## src/design/linear_probe_hash_table_unit_macros.svh

```systemverilog
// Assertion macros for the linear probing hash table unit.
// Included by the top level; relies on clk and rst in the including scope.
`ifndef LINEAR_PROBE_HASH_TABLE_UNIT_MACROS_SVH
`define LINEAR_PROBE_HASH_TABLE_UNIT_MACROS_SVH

`ifndef NO_ASSERTIONS
`define LPHT_ASSERT_IMPLIES(lbl, ante, cons) \
  lbl: assert property (@(posedge clk) disable iff (rst) (ante) |-> (cons)) \
    else $error("linear_probe_hash_table_unit: same-cycle check failed");
`define LPHT_ASSERT_NEXT(lbl, ante, cons) \
  lbl: assert property (@(posedge clk) disable iff (rst) (ante) |=> (cons)) \
    else $error("linear_probe_hash_table_unit: next-cycle check failed");
`else
`define LPHT_ASSERT_IMPLIES(lbl, ante, cons)
`define LPHT_ASSERT_NEXT(lbl, ante, cons)
`endif

`endif

```

## src/design/lpht_pkg.sv

```systemverilog
// Shared types and codes for the linear probing hash table unit.
// No dependencies; used by lpht_key_chk, the top level, the scoreboard and the bench.
package lpht_pkg;

  localparam int SLOTS = 26;
  localparam int KEY_W = 64;
  localparam int LEN_W = 4;
  localparam int IDX_W = 5;

  localparam logic [7:0] CHAR_UPPER_A = 8'd65;
  localparam logic [7:0] CHAR_UPPER_Z = 8'd90;
  localparam logic [7:0] CHAR_LOWER_A = 8'd97;
  localparam logic [7:0] CASE_OFFSET  = 8'd32;
  localparam logic [7:0] ALPHABET     = 8'd26;

  localparam logic [1:0] CMD_INSERT = 2'd0;
  localparam logic [1:0] CMD_DELETE = 2'd1;
  localparam logic [1:0] CMD_LOOKUP = 2'd2;
  localparam logic [1:0] CMD_READ   = 2'd3;

  localparam logic [2:0] CODE_OK        = 3'd0;
  localparam logic [2:0] CODE_NOT_FOUND = 3'd1;
  localparam logic [2:0] CODE_PRESENT   = 3'd2;
  localparam logic [2:0] CODE_FULL      = 3'd3;
  localparam logic [2:0] CODE_BAD_KEY   = 3'd4;

  localparam logic [1:0] ST_NEVER = 2'd0;
  localparam logic [1:0] ST_OCC   = 2'd1;
  localparam logic [1:0] ST_TOMB  = 2'd2;

  typedef struct packed {
    logic [1:0]       command;
    logic [KEY_W-1:0] key_text;
    logic [LEN_W-1:0] key_length;
    logic [IDX_W-1:0] slot_index;
  } req_word_t;

  typedef struct packed {
    logic [2:0]       result_code;
    logic [IDX_W-1:0] slot;
    logic [1:0]       slot_state;
    logic [KEY_W-1:0] key_text_out;
    logic [LEN_W-1:0] key_length_out;
  } rsp_word_t;

  typedef struct packed {
    logic [1:0]       status;
    logic [LEN_W-1:0] key_length;
    logic [KEY_W-1:0] key;
  } entry_t;

  typedef struct packed {
    logic             bad;
    logic [IDX_W-1:0] home;
    logic [KEY_W-1:0] key;
  } key_info_t;

endpackage

```

## src/design/lpht_key_chk.sv

```systemverilog
// Key qualification: masks the key bytes, checks the length and the last
// character, and derives the home slot. Depends on lpht_pkg.
module lpht_key_chk import lpht_pkg::*; #(
  parameter int KEY_CHARS = 8
) (
  input  logic [KEY_W-1:0] key_text,
  input  logic [LEN_W-1:0] key_length,
  output key_info_t        info
);

  logic [KEY_W-1:0] key_m;
  logic [7:0] last_raw;
  logic [7:0] last_lc;
  logic       len_bad;

  always_comb begin
    key_m = '0;
    last_raw = '0;
    for (int i = 0; i < 8; i++) begin
      if (LEN_W'(i) < key_length) begin
        key_m[8*i +: 8] = key_text[8*i +: 8];
      end
      if (key_length == LEN_W'(i + 1)) begin
        last_raw = key_text[8*i +: 8];
      end
    end
  end

  always_comb begin
    if (last_raw >= CHAR_UPPER_A && last_raw <= CHAR_UPPER_Z) begin
      last_lc = last_raw + CASE_OFFSET;
    end else begin
      last_lc = last_raw;
    end
  end

  assign len_bad = (key_length == '0) || (key_length > LEN_W'(KEY_CHARS));
  assign info    = '{bad:  len_bad || (last_lc < CHAR_LOWER_A)
                           || (last_lc >= CHAR_LOWER_A + ALPHABET),
                     home: IDX_W'(last_lc - CHAR_LOWER_A),
                     key:  key_m};

endmodule

```

## src/design/linear_probe_hash_table_unit.sv

```systemverilog
// Linear probing hash table with tombstones: probe sequencer and slot memory.
// Depends on lpht_pkg, lpht_key_chk and linear_probe_hash_table_unit_macros.svh.
//
// Usage: a request word (command, key, length, slot index) is taken on the
// req channel when req_valid is high and req_stall low; exactly one response
// word leaves on the rsp channel for every request. req_stall is high from
// the cycle after acceptance until the response word enters the output register.
// A bad key or an out-of-range read-slot goes straight to the response step;
// read-slot passes through the start and read steps; insert, delete and
// lookup pass through the start step and then probe p slots, 1 to SLOTS.
// The probe reads one slot per cycle from the slot memory, which has a read
// port and a write port; an insert uses the first free slot of the same pass.
// The response is held in an output register, so a stalled receiver does
// not stop the next request from being accepted; a finished item waits in
// its response step only while the output register is still full.
// Reset clears every slot to never used through per-slot valid
// bits; the key storage itself is not cleared.
`include "linear_probe_hash_table_unit_macros.svh"

module linear_probe_hash_table_unit import lpht_pkg::*; #(
  parameter int KEY_CHARS = 8
) (
  input  logic      clk,
  input  logic      rst,
  input  logic      req_valid,
  output logic      req_stall,
  input  req_word_t req,
  output logic      rsp_valid,
  input  logic      rsp_stall,
  output rsp_word_t rsp
);

  localparam int SLOT_W = $clog2(SLOTS);
  localparam int CMP_W  = $clog2(SLOTS + 1);

  typedef enum logic [2:0] {
    S_IDLE,
    S_START,
    S_PROBE,
    S_READ,
    S_RESP
  } state_t;

  state_t           state;
  logic [1:0]       cmd;
  logic [KEY_W-1:0] key;
  logic [LEN_W-1:0] key_len;
  logic [SLOT_W-1:0] pos;
  logic [SLOT_W-1:0] cnt;
  logic             free_found;
  logic [SLOT_W-1:0] free_pos;
  rsp_word_t        res;

  entry_t           mem [SLOTS];
  logic [SLOTS-1:0] valid;
  entry_t           rdata;
  logic             rd_valid;
  logic [SLOT_W-1:0] rd_addr;
  logic             wr_en;
  logic [SLOT_W-1:0] wr_addr;
  entry_t           wr_data;

  key_info_t        info;
  logic             idx_oob;
  logic [SLOT_W-1:0] pos_inc;
  logic [1:0]       st_eff;
  logic             is_hit;
  logic             stop_miss;
  logic             free_any;
  logic [SLOT_W-1:0] free_slot;

  lpht_key_chk #(
    .KEY_CHARS(KEY_CHARS)
  ) u_key_chk (
    .key_text  (req.key_text),
    .key_length(req.key_length),
    .info      (info)
  );

  assign req_stall = (state != S_IDLE);
  assign idx_oob   = CMP_W'(req.slot_index) >= CMP_W'(SLOTS);
  assign pos_inc   = (pos == SLOT_W'(SLOTS - 1)) ? '0 : pos + 1'b1;
  assign rd_addr   = (state == S_PROBE) ? pos_inc : pos;

  assign st_eff    = rd_valid ? rdata.status : ST_NEVER;
  assign is_hit    = (st_eff == ST_OCC) && (rdata.key == key) && (rdata.key_length == key_len);
  assign stop_miss = !is_hit && ((st_eff == ST_NEVER) || (cnt == SLOT_W'(SLOTS - 1)));
  assign free_any  = free_found || (st_eff != ST_OCC);
  assign free_slot = free_found ? free_pos : pos;

  always_comb begin
    wr_en = (state == S_PROBE)
            && ((is_hit && cmd == CMD_DELETE)
                || (stop_miss && cmd == CMD_INSERT && free_any));
    wr_addr = is_hit ? pos : free_slot;
    if (is_hit) begin
      wr_data = '{status: ST_TOMB, key_length: rdata.key_length, key: rdata.key};
    end else begin
      wr_data = '{status: ST_OCC, key_length: key_len, key: key};
    end
  end

  always_ff @(posedge clk) begin
    if (wr_en) begin
      mem[wr_addr] <= wr_data;
    end
    rdata <= mem[rd_addr];
  end

  always_ff @(posedge clk) begin
    if (rst) begin
      valid    <= '0;
      rd_valid <= 1'b0;
    end else begin
      if (wr_en) begin
        valid[wr_addr] <= 1'b1;
      end
      rd_valid <= valid[rd_addr];
    end
  end

  always_ff @(posedge clk) begin
    if (rst) begin
      state     <= S_IDLE;
      rsp_valid <= 1'b0;
    end else begin
      if (state == S_RESP && (!rsp_valid || !rsp_stall)) begin
        rsp_valid <= 1'b1;
      end else if (rsp_valid && !rsp_stall) begin
        rsp_valid <= 1'b0;
      end
      unique case (state)
        S_IDLE: begin
          if (req_valid) begin
            cmd        <= req.command;
            key        <= info.key;
            key_len    <= req.key_length;
            cnt        <= '0;
            free_found <= 1'b0;
            if (req.command == CMD_READ) begin
              pos <= SLOT_W'(req.slot_index);
              if (idx_oob) begin
                res   <= '{result_code: CODE_NOT_FOUND, slot: req.slot_index,
                           slot_state: ST_NEVER, key_text_out: '0, key_length_out: '0};
                state <= S_RESP;
              end else begin
                state <= S_START;
              end
            end else begin
              pos <= SLOT_W'(info.home);
              if (info.bad) begin
                res   <= '{result_code: CODE_BAD_KEY, slot: '0,
                           slot_state: ST_NEVER, key_text_out: '0, key_length_out: '0};
                state <= S_RESP;
              end else begin
                state <= S_START;
              end
            end
          end
        end
        S_START: begin
          state <= (cmd == CMD_READ) ? S_READ : S_PROBE;
        end
        S_READ: begin
          res.result_code <= CODE_OK;
          res.slot        <= IDX_W'(pos);
          res.slot_state  <= st_eff;
          if (st_eff != ST_NEVER) begin
            res.key_text_out   <= rdata.key;
            res.key_length_out <= rdata.key_length;
          end else begin
            res.key_text_out   <= '0;
            res.key_length_out <= '0;
          end
          state <= S_RESP;
        end
        S_PROBE: begin
          res.slot_state     <= ST_NEVER;
          res.key_text_out   <= '0;
          res.key_length_out <= '0;
          if (is_hit) begin
            res.result_code <= (cmd == CMD_INSERT) ? CODE_PRESENT : CODE_OK;
            res.slot        <= IDX_W'(pos);
            state           <= S_RESP;
          end else if (stop_miss) begin
            if (cmd == CMD_INSERT && free_any) begin
              res.result_code <= CODE_OK;
              res.slot        <= IDX_W'(free_slot);
            end else begin
              res.result_code <= (cmd == CMD_INSERT) ? CODE_FULL : CODE_NOT_FOUND;
              res.slot        <= '0;
            end
            state <= S_RESP;
          end else begin
            pos <= pos_inc;
            cnt <= cnt + 1'b1;
            if (!free_found && st_eff != ST_OCC) begin
              free_found <= 1'b1;
              free_pos   <= pos;
            end
          end
        end
        S_RESP: begin
          if (!rsp_valid || !rsp_stall) begin
            rsp   <= res;
            state <= S_IDLE;
          end
        end
        default: begin
          state <= S_IDLE;
        end
      endcase
    end
  end

  `LPHT_ASSERT_NEXT(a_accept_leaves_idle, req_valid && !req_stall, state != S_IDLE)
  `LPHT_ASSERT_NEXT(a_write_sets_valid, wr_en, valid[$past(wr_addr)])
  `LPHT_ASSERT_IMPLIES(a_tomb_on_delete_hit, wr_en && wr_data.status == ST_TOMB, is_hit && cmd == CMD_DELETE)

endmodule

```

## config.mk

```make
export PLATFORM = sky130hd
export DESIGN_NAME = linear_probe_hash_table_unit
export DESIGN_NICKNAME = d
export VERILOG_FILES = /design/src/design/lpht_pkg.sv /design/src/design/lpht_key_chk.sv /design/src/design/linear_probe_hash_table_unit.sv
export VERILOG_INCLUDE_DIRS = /design/src /design/src/design
export SDC_FILE = /design/constraint.sdc
export NUM_CORES = 2
export LEC_CHECK = 0
export ABC_CLOCK_PERIOD_IN_PS = 11700
export BUFFER_PORTS_ARGS = -buffer_cell sky130_fd_sc_hd__buf_2
export CAP_MARGIN = 10
export CORE_UTILIZATION = 25
export CTS_CLUSTER_SIZE = 8
export DETAILED_ROUTE_END_ITERATION = 10
export PLACE_DENSITY = 0.38
export SYNTH_ARGS = -nofsm -noshare
export SYNTH_HDL_FRONTEND = slang
export SYNTH_HIERARCHICAL = 1
export SYNTH_SLANG_ARGS = --single-unit
```

## constraint.sdc

```tcl
create_clock -name clk -period 11.7 [get_ports clk]
set_input_delay 0 -clock clk [delete_from_list [all_inputs] [get_ports clk]]
set_output_delay 0 -clock clk [all_outputs]
set_load 0.05 [all_outputs]
```

==> report_table.html <==
<table>
<tr><th>Metric</th><th>Value</th></tr>
<tr><th colspan="2">Worst setup path</th></tr>
<tr><td>Cells traversed along the worst timing path</td><td>xnor2_1 &gt; nand4_1 &gt; nor4_1 &gt; nand4_1 &gt; o21ai_2 &gt; buf_4 &gt; mux2i_1 &gt; nor2_4 &gt; buf_4 &gt; buf_4</td></tr>
<tr><td>Endpoint required time on the critical path</td><td>12.16 ns</td></tr>
<tr><td>End of the worst register-to-register path</td><td>mem[20][43]</td></tr>
<tr><td>Crit. Startpoint</td><td>key[28]</td></tr>
<tr><td>Worst setup endpoint</td><td>mem[20][43]</td></tr>
<tr><td>CP endpoint kind</td><td>flip-flop</td></tr>
<tr><td>Worst R2R Start</td><td>key[28]</td></tr>
<tr><td>Arrival time at the worst endpoint</td><td>7.96 ns</td></tr>
<tr><td>Most common cell type on the critical path</td><td>sky130_fd_sc_hd__buf_4</td></tr>
<tr><td>Category of the critical setup timing path</td><td>flip-flop to flip-flop</td></tr>
<tr><td>Startpoint Class</td><td>flip-flop</td></tr>
<tr><td>Depth of the most critical reg-to-reg path</td><td>10</td></tr>
<tr><td>Largest stage delay on the critical path</td><td>0.95 ns</td></tr>
<tr><td>R2r setup slk</td><td>4.21 ns</td></tr>
<tr><td>Worst Path Max Fanout</td><td>28</td></tr>
<tr><td>Slowest cell on crit path</td><td>sky130_fd_sc_hd__o21ai_2</td></tr>
<tr><th colspan="2">Run status</th></tr>
<tr><td>Run status</td><td>finished clean</td></tr>
<tr><th colspan="2">Hold path</th></tr>
<tr><td>HP Start</td><td>req[30]</td></tr>
<tr><td>Path category of the worst min-delay check</td><td>input pin to flip-flop</td></tr>
<tr><th colspan="2">Global routing</th></tr>
<tr><td>Total gr overflow</td><td>0</td></tr>
<tr><td>First-pass GRT wire length</td><td>423100 microns</td></tr>
<tr><td>Initial antenna violation count</td><td>15</td></tr>
<tr><td>Total track usage</td><td>17.87%</td></tr>
<tr><td>Via count of the first global-routing pass</td><td>49510</td></tr>
<tr><td>Maximum number of pins on one net before global-route repair</td><td>125</td></tr>
<tr><th colspan="2">Floorplanning</th></tr>
<tr><td>Die Y-Extent</td><td>583.0 microns</td></tr>
<tr><td>Die Span X</td><td>583.0 microns</td></tr>
<tr><td>Effective utilization at floorplan</td><td>25.21%</td></tr>
<tr><td>Floorplan row count</td><td>212</td></tr>
<tr><td>Number of ports placed on the die boundary</td><td>159</td></tr>
<tr><td>Core area</td><td>0.3348 sq mm</td></tr>
<tr><td>Die outline area</td><td>0.3399 sq mm</td></tr>
<tr><th colspan="2">Route</th></tr>
<tr><td>DRT iter0 DRCs</td><td>4437</td></tr>
<tr><td>Antenna-violating nets left</td><td>0</td></tr>
<tr><td>DRC violation count after routing</td><td>0</td></tr>
<tr><td>DR pass1 iterations</td><td>6</td></tr>
<tr><td>Overall via count from detail_route</td><td>49340</td></tr>
<tr><td>Routed wire length</td><td>309700 microns</td></tr>
<tr><td>Detailed-route vias per instance</td><td>4.776</td></tr>
<tr><td>Average routed wire per standard cell</td><td>29.98 microns</td></tr>
<tr><th colspan="2">Power</th></tr>
<tr><td>Power per cell area</td><td>189.6 mW/mm^2</td></tr>
<tr><td>Cell Int Power</td><td>14.21 mW</td></tr>
<tr><td>Sequential share of power</td><td>46.2%</td></tr>
<tr><td>Overall power consumption</td><td>19.02 mW</td></tr>
<tr><td>Switching share of power</td><td>25.29%</td></tr>
<tr><td>Combinational Power Share</td><td>9.8%</td></tr>
<tr><td>Lkg Pwr</td><td>32.43 nW</td></tr>
<tr><td>Proportion of power drawn by the clock network</td><td>44.0%</td></tr>
<tr><td>Switching power of the nets</td><td>4.809 mW</td></tr>
<tr><td>Largest vdd supply drop</td><td>0.0001102 V</td></tr>
<tr><th colspan="2">Clocking</th></tr>
<tr><td>Hold-fix buffer count after cts</td><td>85</td></tr>
<tr><td>H-tree level count</td><td>5</td></tr>
<tr><td>TritonCTS clock tree</td><td>built</td></tr>
<tr><td>Largest buffer count on any clock path</td><td>4</td></tr>
<tr><td>Cell at the root of the clock tree</td><td>sky130_fd_sc_hd__clkbuf_16</td></tr>
<tr><td>Total clock sinks</td><td>2163</td></tr>
<tr><td>Number of cells upsized or downsized after cts</td><td>0</td></tr>
<tr><td>Clock latency of the later-clocked register in the worst-skew pair</td><td>0.88 ns</td></tr>
<tr><td>Clock Pin Slew Worst Setup and Hold Paths</td><td>0.05 ns</td></tr>
<tr><td>Count of buffers added by post-CTS timing repair for setup</td><td>0</td></tr>
<tr><td>Number of buffers created by CTS</td><td>314</td></tr>
<tr><th colspan="2">Run</th></tr>
<tr><td>Reported max-cap violation count</td><td>0</td></tr>
<tr><th colspan="2">STA</th></tr>
<tr><td>Hold Violations, Final</td><td>0</td></tr>
<tr><td>Transition time at the pin with the least slew margin</td><td>1.185 ns</td></tr>
<tr><td>Portion of the clock cycle consumed by the worst path in the final layout</td><td>64.04%</td></tr>
<tr><td>Final min period</td><td>7.492 ns</td></tr>
<tr><td>Pins Over Slew Limit</td><td>0</td></tr>
<tr><td>Max frequency</td><td>133.5 MHz</td></tr>
<tr><td>Minimum setup slack in the final design</td><td>4.208 ns</td></tr>
<tr><td>Clock skew</td><td>0.06074 ns</td></tr>
<tr><td>Fin Setup TNS</td><td>0 ns</td></tr>
<tr><td>Worst relative slew slack</td><td>20.97%</td></tr>
<tr><td>Count of endpoints failing setup in the final report</td><td>0</td></tr>
<tr><td>Setup repair after global routing missed its margin</td><td>false</td></tr>
<tr><th colspan="2">Finish</th></tr>
<tr><td>Number of nets in the finished design</td><td>5758</td></tr>
<tr><td>Fraction of final layout cells with drive strength greater than 1</td><td>14.83%</td></tr>
<tr><td>Final core occ</td><td>29.96%</td></tr>
<tr><td>Filler cell count</td><td>33480</td></tr>
<tr><td>P&amp;R area growth vs syn</td><td>18.82%</td></tr>
<tr><td>Commonest cells after routing, fill and taps aside</td><td>sky130_fd_sc_hd__edfxtp_1 (2062), sky130_fd_sc_hd__nand2_1 (888), sky130_fd_sc_hd__clkbuf_16 (323), sky130_fd_sc_hd__nand3_1 (294), sky130_fd_sc_hd__mux2i_1 (229)</td></tr>
<tr><td>Area of all placed cells without fillers</td><td>0.1003 sq mm</td></tr>
<tr><td>Most frequent standard cell in the layout excluding fill and tap cells</td><td>sky130_fd_sc_hd__edfxtp_1</td></tr>
<tr><th colspan="2">Logic synthesis</th></tr>
<tr><td>Synth unique cells</td><td>84</td></tr>
<tr><td>Sequential element share of the synthesized area</td><td>75.76%</td></tr>
<tr><td>Most area-hungry cell type in the Yosys netlist</td><td>sky130_fd_sc_hd__edfxtp_1</td></tr>
<tr><td>Synthesized area</td><td>0.08440 sq mm</td></tr>
<tr><td>Synth Area per Inst</td><td>15.76 sq um</td></tr>
<tr><td>Synth top area cells</td><td>sky130_fd_sc_hd__edfxtp_1 (73%), sky130_fd_sc_hd__nand2_1 (4.0%), sky130_fd_sc_hd__mux4_2 (3.7%)</td></tr>
<tr><td>Number of flops mapped to enable cells by yosys</td><td>2062</td></tr>
<tr><td>Share of the synthesized area in the top cell type</td><td>73.36%</td></tr>
<tr><td>Flip-flop and latch count after synthesis</td><td>2163</td></tr>
<tr><td>Synthesis warning total</td><td>6</td></tr>
<tr><td>Main flop type after synthesis</td><td>sky130_fd_sc_hd__edfxtp_1</td></tr>
<tr><td>Async S/R FF share, synth</td><td>0%</td></tr>
<tr><td>Post-synthesis instance total</td><td>5356</td></tr>
<tr><td>Synth Net Count</td><td>5443</td></tr>
<tr><th colspan="2">Placement</th></tr>
<tr><td>Pre-CTS setup slack</td><td>4.202 ns</td></tr>
<tr><td>DPL Wire Length</td><td>178900 microns</td></tr>
<tr><td>Post-Place Cell Area</td><td>0.09060 sq mm</td></tr>
<tr><td>Routability Congestion</td><td>0.8433</td></tr>
<tr><td>Port bufs</td><td>158</td></tr>
</table>
## kinds of logic after synthesis
logic type	after synthesis	synth area share [%]
multiplexers	382	6.622
AND/OR/NAND/NOR	1649	8.776
adder cells (fa/ha/maj)	8	0.1186
flip-flops	2163	75.76
AO/OA/AOI/OAI	666	5.682
buffers and inverters	413	2.267
XOR/XNOR	75	0.7783
## registers in the layout (all words and copies together), names as in the netlist
name,count
rdata,70
cnt,5
state,3
free_pos,5
mem,1820
key_len,4
valid,26
rd_valid,1
rsp_valid,1
pos,5
rsp,78
res,78
cmd,2
key,64
free_found,1
## worst max-delay path: cells and delay by family, from the launching register on
kind | cells | cell delay (ns)
AND/OR/NAND/NOR | 4 | 2.49
multiplexers | 1 | 0.18
AO/OA/AOI/OAI | 1 | 0.95
XOR/XNOR | 1 | 0.80
flip-flops | 1 | 0.74
buffers and inverters | 3 | 1.70
## worst min path at each step
stage / to / depth (start not counted)
2_1_floorplan: cmd[0] / 0
6_report: key[21] / 3
3_3_place_gp: cmd[0] / 1
4_1_cts: key[21] / 3
3_5_place_dp: cmd[0] / 1
5_1_grt: state[1] / 4
## power groups by stage
| stage | registers [mW] | clock network, mW | logic (mW) |
|---|---|---|---|
| after floorplan | 8.87 | 0 | 1.06 |
| after global placement | 8.93 | 0 | 1.87 |
| after detailed placement | 8.94 | 0 | 1.86 |
| after CTS | 8.79 | 8.59 | 1.89 |
| after global routing | 8.81 | 8.88 | 1.96 |
| final | 8.79 | 8.36 | 1.86 |
## layer usage
metal | part of all wire, % | global-route usage, % | vias to the layer above
met5 | 0 | 0 | -
met4 | 3.6 | 6.081 | 0
met3 | 4.8 | 2.754 | 428
met2 | 48 | 29.56 | 1492
met1 | 44 | 23.82 | 26240
li1 | - | - | 21190
## area by class of cell
| type | instances | area, sq um | share of cell area, % |
|---|---|---|---|
| Multi-Input combinational cell | 2780 | 18960 | 18.90 |
| Inverter | 25 | 93.84 | 0.09357 |
| Clock inverter | 16 | 172.7 | 0.1722 |
| Timing Repair Buffer | 387 | 2868 | 2.859 |
| Sequential cell | 2163 | 63940 | 63.76 |
| Antenna cell | 4 | 10.01 | 0.009980 |
| Clock buffer | 463 | 8628 | 8.603 |
| Tap cell | 4494 | 5623 | 5.607 |
## per-stage QoR
stage,std cells,hold WS (ns)
after CTS,10330,0.009618
after global placement,9763,0.2390
after floorplan,5356,0.09887
after global routing,10330,0.06028
after detailed placement,9763,0.2358
final,10330,0.08698
## cells in the mapped netlist (8+ instances only)
cell and number:
sky130_fd_sc_hd__edfxtp_1 2062, sky130_fd_sc_hd__nand2_1 891, sky130_fd_sc_hd__nand3_1 294, sky130_fd_sc_hd__mux2i_1 231, sky130_fd_sc_hd__clkbuf_1 188, sky130_fd_sc_hd__nor2_1 167
sky130_fd_sc_hd__buf_2 155, sky130_fd_sc_hd__mux4_2 140, sky130_fd_sc_hd__a211oi_1 133, sky130_fd_sc_hd__a21oi_1 113, sky130_fd_sc_hd__dfxtp_1 101, sky130_fd_sc_hd__and2_1 82
sky130_fd_sc_hd__a31oi_1 73, sky130_fd_sc_hd__o22ai_1 71, sky130_fd_sc_hd__a32oi_1 66, sky130_fd_sc_hd__o2111ai_1 65, sky130_fd_sc_hd__nor2b_1 61, sky130_fd_sc_hd__xnor2_1 56
sky130_fd_sc_hd__nand2b_1 30, sky130_fd_sc_hd__nand4_1 29, sky130_fd_sc_hd__o21ai_0 24, sky130_fd_sc_hd__inv_1 23, sky130_fd_sc_hd__o31ai_1 23, sky130_fd_sc_hd__and3_1 21
sky130_fd_sc_hd__buf_4 19, sky130_fd_sc_hd__xor2_1 19, sky130_fd_sc_hd__a311oi_1 13, sky130_fd_sc_hd__buf_1 13, sky130_fd_sc_hd__buf_6 13, sky130_fd_sc_hd__nor3_1 12
sky130_fd_sc_hd__nor4_1 11, sky130_fd_sc_hd__nand3b_1 10, sky130_fd_sc_hd__mux2_2 9, sky130_fd_sc_hd__a221oi_1 8, sky130_fd_sc_hd__ha_1 8
(Power assumes the default switching activity.)
